`src/hw/rtl/q15fir_pkg.sv`:
```
// Shared types, constants and codes for the Q15 FIR filter core.
// No dependencies; imported by every module of the core.
`default_nettype none
package q15fir_pkg;

  // Filter geometry
  localparam int MAX_TAPS   = 64;
  localparam int TAP_IDX_W  = $clog2(MAX_TAPS);
  localparam int TAP_CNT_W  = $clog2(MAX_TAPS + 1);
  localparam int TAP_CFG_W  = 7;
  localparam int CMP_W      = TAP_CNT_W + TAP_CFG_W;

  // Data path widths
  localparam int SAMPLE_W   = 16;
  localparam int COEFF_W    = 16;
  localparam int CIDX_W     = 6;
  localparam int PROD_W     = SAMPLE_W + COEFF_W;
  localparam int ACC_W      = PROD_W + TAP_IDX_W + 1;
  localparam int COEFF_SHIFT = 15;
  localparam int Q_W        = ACC_W - COEFF_SHIFT;

  localparam logic [TAP_CFG_W-1:0] TAP_COUNT_RESET = TAP_CFG_W'(15);

  // Request kinds carried on s_tuser
  localparam logic ACT_FILTER = 1'b0;
  localparam logic ACT_LOAD   = 1'b1;

  // Register map
  localparam logic REG_TAP_COUNT = 1'b0;

  typedef enum logic [1:0] {
    ST_IDLE,
    ST_RUN,
    ST_DRAIN
  } fsm_state_t;

  typedef struct packed {
    logic shift;
    logic rotate;
  } cell_ctl_t;

  typedef struct packed {
    logic                 clear;
    logic                 rd_en;
    logic [TAP_IDX_W-1:0] rd_addr;
    logic                 wr_en;
    logic [TAP_IDX_W-1:0] wr_addr;
  } mac_ctl_t;

endpackage
`default_nettype wire

```
`src/hw/rtl/q15_fir_filter_saturating_core.sv`:
```
// Top level of the Q15 FIR filter core: handshakes, register port, sequencer,
// delay-line cell chain. Depends on q15fir_pkg, q15fir_cell and q15fir_mac.
`default_nettype none
// Usage:
//   Requests enter on the s_* stream. s_tuser = 0 filters s_tdata's sample,
//   s_tuser = 1 loads coeff_value into coefficient slot coeff_index (no result).
//   Each filter request yields one result on the m_* stream: the Q15 sum,
//   shifted right 15 and clipped to 16 bits; m_tuser flags clipping.
//   tap_count (APB, address 0) picks how many taps are used; 0 acts as 1,
//   values above 64 act as 64. Write it only while the core is idle.
// Timing:
//   A load is written into coefficient slot coeff_index when it is taken. A
//   filter request shifts the sample into the 64-cell delay chain, then the
//   chain rotates once around while a single 16x16 multiplier fed from the
//   coefficient memory accumulates one tap per cycle (read, multiply, add).
//   The sequencer then waits in its drain state until the last taps have left
//   the multiply-accumulate stages and the output register is free, then loads
//   the result. One request at a time (s_tready high only when idle); the full
//   64-step rotation runs for every filter request, whatever the tap count.
// Stalls and reset:
//   The result sits in an output register; the next request is taken while
//   it waits. A finished sum waits until that register is free.
//   Synchronous reset clears the delay line and all coefficients (valid bits), tap_count=15.
module q15_fir_filter_saturating_core (
  input  wire        clk,
  input  wire        rst,
  // request stream
  input  wire        s_tvalid,
  output logic       s_tready,
  input  wire [39:0] s_tdata,   // [5:0] coeff_index, [21:6] coeff_value, [37:22] sample, pad
  input  wire        s_tuser,   // [0] action
  // result stream
  output logic       m_tvalid,
  input  wire        m_tready,
  output logic [15:0] m_tdata,  // [15:0] filtered_sample
  output logic       m_tuser,   // [0] saturated
  // register port
  input  wire        psel,
  input  wire        penable,
  input  wire        pwrite,
  input  wire [2:0]  paddr,
  input  wire [31:0] pwdata,
  output logic [31:0] prdata,
  output logic       pready
);
  import q15fir_pkg::*;

  // ---- request fields
  logic [CIDX_W-1:0]          coeff_index;
  logic signed [COEFF_W-1:0]  coeff_value;
  logic signed [SAMPLE_W-1:0] sample;
  logic                       action;

  assign coeff_index = s_tdata[5:0];
  assign coeff_value = s_tdata[21:6];
  assign sample      = s_tdata[37:22];
  assign action      = s_tuser;

  // ---- register port: one register, always ready
  logic [TAP_CFG_W-1:0] tap_count;
  logic                 reg_sel;

  assign pready  = 1'b1;
  assign reg_sel = (paddr[2] == REG_TAP_COUNT);

  always_ff @(posedge clk) begin
    if (rst) begin
      tap_count <= TAP_COUNT_RESET;
    end else if (psel && penable && pwrite && pready && reg_sel) begin
      tap_count <= pwdata[TAP_CFG_W-1:0];
    end
  end

  assign prdata = reg_sel ? 32'(tap_count) : '0;

  // effective tap count: clamp to 1..MAX_TAPS
  logic [CMP_W-1:0] taps_ext;
  logic [CMP_W-1:0] eff_taps;

  assign taps_ext = CMP_W'(tap_count);

  always_comb begin
    if (taps_ext == '0) begin
      eff_taps = CMP_W'(1);
    end else if (taps_ext > CMP_W'(MAX_TAPS)) begin
      eff_taps = CMP_W'(MAX_TAPS);
    end else begin
      eff_taps = taps_ext;
    end
  end

  // ---- sequencer
  fsm_state_t           state, state_next;
  logic [TAP_IDX_W-1:0] step, step_next;
  logic                 s_accept;
  logic                 filt_go;
  logic                 load_go;
  logic                 out_free;
  logic                 out_load;
  logic                 mac_busy;
  cell_ctl_t            cell_ctl;
  mac_ctl_t             mac_ctl;
  logic [CMP_W-1:0]     step_ext;
  logic [CMP_W-1:0]     rd_idx;
  logic [CMP_W-1:0]     wr_idx;

  assign s_accept = s_tvalid && s_tready;
  assign filt_go  = s_accept && (action == ACT_FILTER);
  assign load_go  = s_accept && (action == ACT_LOAD);
  assign out_free = !m_tvalid || m_tready;
  assign step_ext = CMP_W'(step);
  // newest sample pairs with coefficient taps-1, older ones walk down
  assign rd_idx   = eff_taps - CMP_W'(1) - step_ext;
  assign wr_idx   = CMP_W'(coeff_index);

  always_ff @(posedge clk) begin
    if (rst) begin
      state <= ST_IDLE;
      step  <= '0;
    end else begin
      state <= state_next;
      step  <= step_next;
    end
  end

  always_comb begin
    state_next      = state;
    step_next       = step;
    s_tready        = 1'b0;
    out_load        = 1'b0;
    cell_ctl.shift  = 1'b0;
    cell_ctl.rotate = 1'b0;
    mac_ctl.clear   = 1'b0;
    mac_ctl.rd_en   = 1'b0;
    mac_ctl.rd_addr = rd_idx[TAP_IDX_W-1:0];
    mac_ctl.wr_en   = load_go && (wr_idx < CMP_W'(MAX_TAPS));
    mac_ctl.wr_addr = wr_idx[TAP_IDX_W-1:0];
    case (state)
      ST_IDLE: begin
        s_tready = 1'b1;
        if (filt_go) begin
          cell_ctl.shift = 1'b1;
          mac_ctl.clear  = 1'b1;
          step_next      = '0;
          state_next     = ST_RUN;
        end
      end
      ST_RUN: begin
        // full turn of the ring so the line ends where it started
        cell_ctl.rotate = 1'b1;
        mac_ctl.rd_en   = (step_ext < eff_taps);
        step_next       = step + TAP_IDX_W'(1);
        if (step == TAP_IDX_W'(MAX_TAPS - 1)) begin
          state_next = ST_DRAIN;
        end
      end
      ST_DRAIN: begin
        if (!mac_busy && out_free) begin
          out_load   = 1'b1;
          state_next = ST_IDLE;
        end
      end
      default: begin
        state_next = ST_IDLE;
      end
    endcase
  end

  // ---- delay-line chain
  logic [SAMPLE_W-1:0] delay [MAX_TAPS];

  for (genvar i = 0; i < MAX_TAPS; i++) begin : g_cell
    q15fir_cell u_cell (
      .clk      (clk),
      .rst      (rst),
      .ctl      (cell_ctl),
      .shift_in ((i == 0) ? sample : delay[(i + MAX_TAPS - 1) % MAX_TAPS]),
      .rot_in   (delay[(i + 1) % MAX_TAPS]),
      .value    (delay[i])
    );
  end

  // ---- multiply-accumulate
  logic signed [ACC_W-1:0] acc;

  q15fir_mac u_mac (
    .clk     (clk),
    .rst     (rst),
    .ctl     (mac_ctl),
    .wr_data (coeff_value),
    .head    (delay[0]),
    .acc     (acc),
    .busy    (mac_busy)
  );

  // ---- scale and clip
  localparam logic signed [Q_W-1:0] Q_MAX = Q_W'(32767);
  localparam logic signed [Q_W-1:0] Q_MIN = Q_W'(-32768);

  logic signed [Q_W-1:0]      q;
  logic signed [SAMPLE_W-1:0] q_sat;
  logic                       q_clip;

  // arithmetic shift floors, as the spec rounds toward minus infinity
  assign q = Q_W'(acc >>> COEFF_SHIFT);

  always_comb begin
    if (q > Q_MAX) begin
      q_sat  = SAMPLE_W'(Q_MAX);
      q_clip = 1'b1;
    end else if (q < Q_MIN) begin
      q_sat  = SAMPLE_W'(Q_MIN);
      q_clip = 1'b1;
    end else begin
      q_sat  = SAMPLE_W'(q);
      q_clip = 1'b0;
    end
  end

  // ---- output register
  always_ff @(posedge clk) begin
    if (rst) begin
      m_tvalid <= 1'b0;
    end else if (out_load) begin
      m_tvalid <= 1'b1;
    end else if (m_tready) begin
      m_tvalid <= 1'b0;
    end
  end

  always_ff @(posedge clk) begin
    if (out_load) begin
      m_tdata <= q_sat;
      m_tuser <= q_clip;
    end
  end

`ifndef SYNTHESIS
  // an accepted sample lands in the head cell
  a_head_gets_sample: assert property (@(posedge clk) disable iff (rst)
    filt_go |=> (delay[0] == $past(sample)))
    else $error("core: sample not shifted in");
  // the rotation ends after exactly one turn of the ring
  a_run_ends: assert property (@(posedge clk) disable iff (rst)
    (state == ST_RUN && step == TAP_IDX_W'(MAX_TAPS - 1)) |=> (state == ST_DRAIN))
    else $error("core: rotation did not end");
  // a clipped result carries one of the two rail values
  a_clip_rail: assert property (@(posedge clk) disable iff (rst)
    (m_tvalid && m_tuser) |-> (m_tdata == 16'h7fff || m_tdata == 16'h8000))
    else $error("core: clip flag without rail value");
  // a result is only loaded when the accumulator has settled
  a_load_settled: assert property (@(posedge clk) disable iff (rst)
    out_load |-> (!mac_busy && state == ST_DRAIN))
    else $error("core: result loaded early");
`endif

endmodule
`default_nettype wire

```
`src/hw/rtl/q15fir_cell.sv`:
```
// One delay-line cell: holds one sample, shifts or rotates with its neighbors.
// Depends on q15fir_pkg.
`default_nettype none
module q15fir_cell (
  input  wire                            clk,
  input  wire                            rst,
  input  q15fir_pkg::cell_ctl_t          ctl,
  input  wire [q15fir_pkg::SAMPLE_W-1:0] shift_in,
  input  wire [q15fir_pkg::SAMPLE_W-1:0] rot_in,
  output logic [q15fir_pkg::SAMPLE_W-1:0] value
);
  import q15fir_pkg::*;

  always_ff @(posedge clk) begin
    if (rst) begin
      value <= '0;
    end else if (ctl.shift) begin
      value <= shift_in;
    end else if (ctl.rotate) begin
      value <= rot_in;
    end
  end

endmodule
`default_nettype wire

```
`src/hw/rtl/q15fir_mac.sv`:
```
// Coefficient memory with per-entry valid bits and the shared multiply-accumulate.
// Depends on q15fir_pkg.
`default_nettype none
module q15fir_mac (
  input  wire                                clk,
  input  wire                                rst,
  input  q15fir_pkg::mac_ctl_t               ctl,
  input  wire signed [q15fir_pkg::COEFF_W-1:0]  wr_data,
  input  wire signed [q15fir_pkg::SAMPLE_W-1:0] head,
  output logic signed [q15fir_pkg::ACC_W-1:0]   acc,
  output logic                               busy
);
  import q15fir_pkg::*;

  logic [COEFF_W-1:0]         mem [MAX_TAPS];
  logic [MAX_TAPS-1:0]        coef_vld;
  logic signed [COEFF_W-1:0]  rd_data;
  logic signed [SAMPLE_W-1:0] head_q;
  logic                       s1_v;
  logic                       s1_ok;
  logic signed [PROD_W-1:0]   prod;
  logic                       s2_v;

  always_ff @(posedge clk) begin
    if (ctl.wr_en) begin
      mem[ctl.wr_addr] <= wr_data;
    end
    rd_data <= mem[ctl.rd_addr];
    head_q  <= head;
    prod    <= rd_data * head_q;
  end

  // unwritten entries act as zero: they simply skip the accumulate
  always_ff @(posedge clk) begin
    if (rst) begin
      coef_vld <= '0;
      s1_v     <= 1'b0;
      s1_ok    <= 1'b0;
      s2_v     <= 1'b0;
      acc      <= '0;
    end else begin
      if (ctl.wr_en) begin
        coef_vld[ctl.wr_addr] <= 1'b1;
      end
      s1_v  <= ctl.rd_en;
      s1_ok <= ctl.rd_en & coef_vld[ctl.rd_addr];
      s2_v  <= s1_ok;
      if (ctl.clear) begin
        acc <= '0;
      end else if (s2_v) begin
        acc <= acc + ACC_W'(prod);
      end
    end
  end

  assign busy = s1_v | s2_v;

`ifndef SYNTHESIS
  // a product only enters the accumulator when its read was issued ahead of it through the s1 and s2 stages
  a_s2_follows_read: assert property (@(posedge clk) disable iff (rst)
    s2_v |-> $past(ctl.rd_en, 2))
    else $error("mac: product without read");
  // clearing never overlaps a tap still in flight
  a_clear_idle: assert property (@(posedge clk) disable iff (rst)
    ctl.clear |-> !busy)
    else $error("mac: clear while busy");
  // the accumulator holds when nothing reaches it
  a_acc_hold: assert property (@(posedge clk) disable iff (rst)
    (!s2_v && !ctl.clear) |=> $stable(acc))
    else $error("mac: accumulator changed while idle");
`endif

endmodule
`default_nettype wire

```
`config.mk`:
```
export PLATFORM = sky130hd
export DESIGN_NAME = q15_fir_filter_saturating_core
export DESIGN_NICKNAME = d
export VERILOG_FILES = /design/src/hw/rtl/q15fir_pkg.sv /design/src/hw/rtl/q15_fir_filter_saturating_core.sv /design/src/hw/rtl/q15fir_cell.sv /design/src/hw/rtl/q15fir_mac.sv
export SDC_FILE = /design/constraint.sdc
export NUM_CORES = 2
export LEC_CHECK = 0
export BUFFER_PORTS_ARGS = -buffer_cell sky130_fd_sc_hd__buf_2
export CORE_AREA = 5 5 426 428
export DETAILED_ROUTE_END_ITERATION = 16
export DIE_AREA = 0 0 431 433
export PLACE_DENSITY = 0.71
export REMOVE_ABC_BUFFERS = 1
export SKIP_CTS_REPAIR_TIMING = 1
export SLEW_MARGIN = 10
export SYNTH_ARGS = -nofsm -noshare
export SYNTH_HDL_FRONTEND = slang
export SYNTH_SLANG_ARGS = --single-unit
```
`constraint.sdc`:
```
create_clock -name clk -period 7.6 [get_ports clk]
set_input_delay 2.28 -clock clk [delete_from_list [all_inputs] [get_ports clk]]
set_output_delay 2.28 -clock clk [all_outputs]
set_load 0.01 [all_outputs]
```
==> metrics.md <==
| Metric | Value |
|---|---|
| Cell area after synthesis | `96730 µm²` |
| Critical path origin | `u_mac.rd_data[10]` |
| Share of layout cells above drive strength 1 | `11.16%` |
| First-pass iteration count of the detailed router | `6` |
| HP Start | `g_cell[0].u_cell.value[2]` |
| P_leak | `34.80 nW` |
| Setup Total Neg Slack | `0 ns` |
| Global-route wire length before repair | `334600 µm` |
| I/O Buffers | `79` |
| Synth-to-layout area growth | `9.482%` |
| Routed wire length | `210800 µm` |
| Fmax | `148.1 MHz` |
| Hold path cells | `0` |
| Period Utilization, post-route | `88.84%` |
| Row count | `155` |
| Ports | `135` |
| Power per Cell Area | `255.5 nW/µm²` |
| Die area | `186600 µm²` |
| #FFs+latches synth | `2251` |
| Post-Synth Adder-Cell Area | `7.158%` |
| Crit Reg-Reg Startpoint | `u_mac.rd_data[10]` |
| Post-synthesis simple-gate area fraction | `7.474%` |
| Initial DRC count | `7178` |
| Slew headroom | `14.74%` |
| Skew final | `0.03284 ns` |
| Pre-CTS setup slack | `0.8911 ns` |
| Reported max-cap violation count | `0` |
| Final hold slack | `0.4150 ns` |
| Post-synthesis mux area share | `8.427%` |
| Top-count cell post-synth | `dfxtp_1` |
| Vias in the first global route | `60930` |
| RSZ-0062 raised after global routing | `false` |
| CP max FO | `16` |
| Crit path DAT | `7.50 ns` |
| Synth area leaders | `edfxtp_1, dfxtp_1, a22oi_1, mux4_2, a21oi_1` |
| Hold/Removal Path Class | `register to register` |
| Crit Reg-Reg Endpoint | `u_mac.prod[30]` |
| Total number of vias | `62890` |
| Core Area | `177500 µm²` |
| Total congestion overflow | `0` |
| DP Area | `98980 µm²` |
| CTS tree | `done` |
| Total CTS buffers | `217` |
| Via density | `6.014` |
| Seq/Total Area, Yosys | `57.36%` |
| Final setup fails | `0` |
| Initial antenna violation count | `11` |
| Final min period | `6.752 ns` |
| Switch Pwr | `0.006900 W` |
| Status | `complete, no violations` |
| H-tree levels | `4` |
| WP data required | `8.35 ns` |
| R2r worst-path depth | `19` |
| Core Util, Final | `59.68%` |
| Hold Path End | `u_mac.head_q[2]` |
| Ys flop type | `dfxtp_1` |
| Largest net degree at the start of global routing | `257` |
| Share of the synthesized area in the top cell type | `32.32%` |
| Post-Synth XOR/XNOR Area | `0.6248%` |
| Post-synth EDFFs | `1041` |
| Clock latency on the worst-skew pair | `0.84 ns` |
| Clk pin slew, worst setup/hold paths | `0.07 ns` |
| Ys async rst share | `0%` |
| Clk root buf | `clkbuf_16` |
| Startpoint Class | `register` |
| Internal power | `0.02016 W` |
| Fillers | `13530` |
| Clk pwr share | `38.6%` |
| Comb pwr share | `13.2%` |
| Die width | `431 µm` |
| Switching fraction of total power | `25.50%` |
| Die height | `433 µm` |
| Post-synthesis compound-gate area fraction | `15.15%` |
| Fin area | `105900 µm²` |
| Slew Limit Fails | `0` |
| Clk sink count | `2251` |
| RePlAce Congestion | `0.8628` |
| Routed Antenna Nets | `0` |
| Nature of the critical path endpoint | `register` |
| Synthesized area per cell | `11.93 µm²` |
| Final Hold Violating Endpoints | `0` |
| Setup Crit Path Kind | `register to register` |
| Worst Slack Setup Final | `0.8483 ns` |
| Internal reg-to-reg setup slack | `0.85 ns` |
| Drt drc | `0` |
| Routed WL per cell | `20.16 µm` |
| Flop pwr share | `48.1%` |
| Yosys top cell by area | `edfxtp_1` |
| Initial Util | `54.51%` |
| Slew @ Worst Pin | `1.279 ns` |
| Cells after Synth | `8110` |
| Clk buf depth | `3` |
| Synth cell count leaders | `dfxtp_1, nand2_1, a21oi_1, edfxtp_1, a22oi_1` |
| Largest family of logic cells by synthesized area | `compound AO/OA/AOI/OAI gates` |
| Max VDD drop | `0.0002296 V` |
| Number of nets in the layout | `8400` |
| YS warnings | `0` |
| Tot GR Track Use | `22.22%` |
| Synth unique cells | `72` |
| Post-DP HPWL | `120400 µm` |
## power by group through the flow
| stage | Clock, W | Combinational (W) | Sequential [W] |
|---|---|---|---|
| after floorplan | 0 | 0.00286 | 0.0132 |
| after global placement | 0 | 0.00347 | 0.0133 |
| after detailed placement | 0 | 0.00355 | 0.0133 |
| after CTS | 0.0107 | 0.00358 | 0.0130 |
| after global routing | 0.0112 | 0.00397 | 0.0130 |
| final | 0.0105 | 0.00358 | 0.0130 |
## cell families after synthesis
| group | after synthesis |
|---|---|
| AOI/OAI and AO/OA | 2319 |
| adders and majority gates | 395 |
| DFF | 2251 |
| buffers and inverters | 944 |
| muxes | 388 |
| other | 2 |
| and+or+nand+nor | 1742 |
| xor gates and xnor gates | 69 |
## critical path: stages (launching register included)
cell       delay [ns]
dfxtp_1          0.86
nand2_1          0.17
fa_1             0.54
fa_1             0.58
fa_1             0.45
fa_1             0.55
inv_1            0.05
fa_1             0.49
fa_1             0.41
ha_1             0.36
o21a_1           0.17
o211ai_1         0.12
nor3b_1          0.23
a221oi_1         0.13
o31ai_2          0.43
a21oi_1          0.18
a2111oi_0        0.61
o21ai_1          0.11
nand2b_1         0.10
xor2_1           0.14
## final cells by class
| class | instances | area, µm² | share of cell area, % |
|---|---|---|---|
| clock inverters | 94 | 954.7 | 0.9015 |
| multi-input cells | 4939 | 37790 | 35.68 |
| well taps | 2355 | 2947 | 2.782 |
| clock buffers | 302 | 5952 | 5.620 |
| diodes | 3 | 7.507 | 0.007089 |
| inverters | 311 | 1167 | 1.102 |
| repair buffers | 202 | 1599 | 1.510 |
| flip-flops and latches | 2251 | 55480 | 52.39 |
## worst max path at each step
stage | end | slack [ns] | cells past startpoint
floorplan | step[2] | -313.53 | 4
global route | u_mac.prod[30] | 0.43 | 22
detailed placement | u_mac.prod[30] | 0.89 | 19
global placement | u_mac.prod[30] | 0.91 | 22
finish | u_mac.prod[30] | 0.85 | 19
CTS | u_mac.prod[30] | 0.84 | 22
## state kept, by name, indices dropped and copies added, names as in the netlist
register and flops:
g_cell.u_cell.value 1024, m_tdata 16, m_tuser 1, m_tvalid 1, state 2, step 6, tap_count 7, u_mac.acc 39
u_mac.coef_vld 64, u_mac.head_q 16, u_mac.mem 1024, u_mac.prod 32, u_mac.rd_data 16, u_mac.s1_ok 1, u_mac.s1_v 1, u_mac.s2_v 1
## per-layer routing
metal	share of wire (%)	track usage, %	vias to the layer above
met5	0.022	0	-
met4	2.4	6.026	8
met3	7.2	4.011	329
met1	41	29.74	31300
met2	50	37.65	2087
li1	-	-	29160
## cells in the final DEF (no fill, tap or decap), drive strengths merged, types with 64 or more instances in the layout
| cell type | netlist | routed |
|---|---|---|
| a21oi | 1112 | 1112 |
| a22oi | 1023 | 1023 |
| and2 | 128 | 128 |
| buf | 86 | 202 |
| clkbuf | 547 | 302 |
| clkinv | 0 | 64 |
| dfxtp | 1210 | 1210 |
| edfxtp | 1041 | 1041 |
| fa | 264 | 264 |
| ha | 131 | 131 |
| inv | 311 | 321 |
| mux4 | 341 | 341 |
| nand2 | 1196 | 1196 |
| nor2 | 274 | 274 |
## stage by stage
step / total power, W / cells
final: 0.02706 / 10460
after global routing: 0.02823 / 10460
after CTS: 0.02727 / 10450
after global placement: 0.01675 / 10060
after detailed placement: 0.01683 / 10060
after floorplan: 0.01603 / 7501
Power figures use the tool's default switching activity.
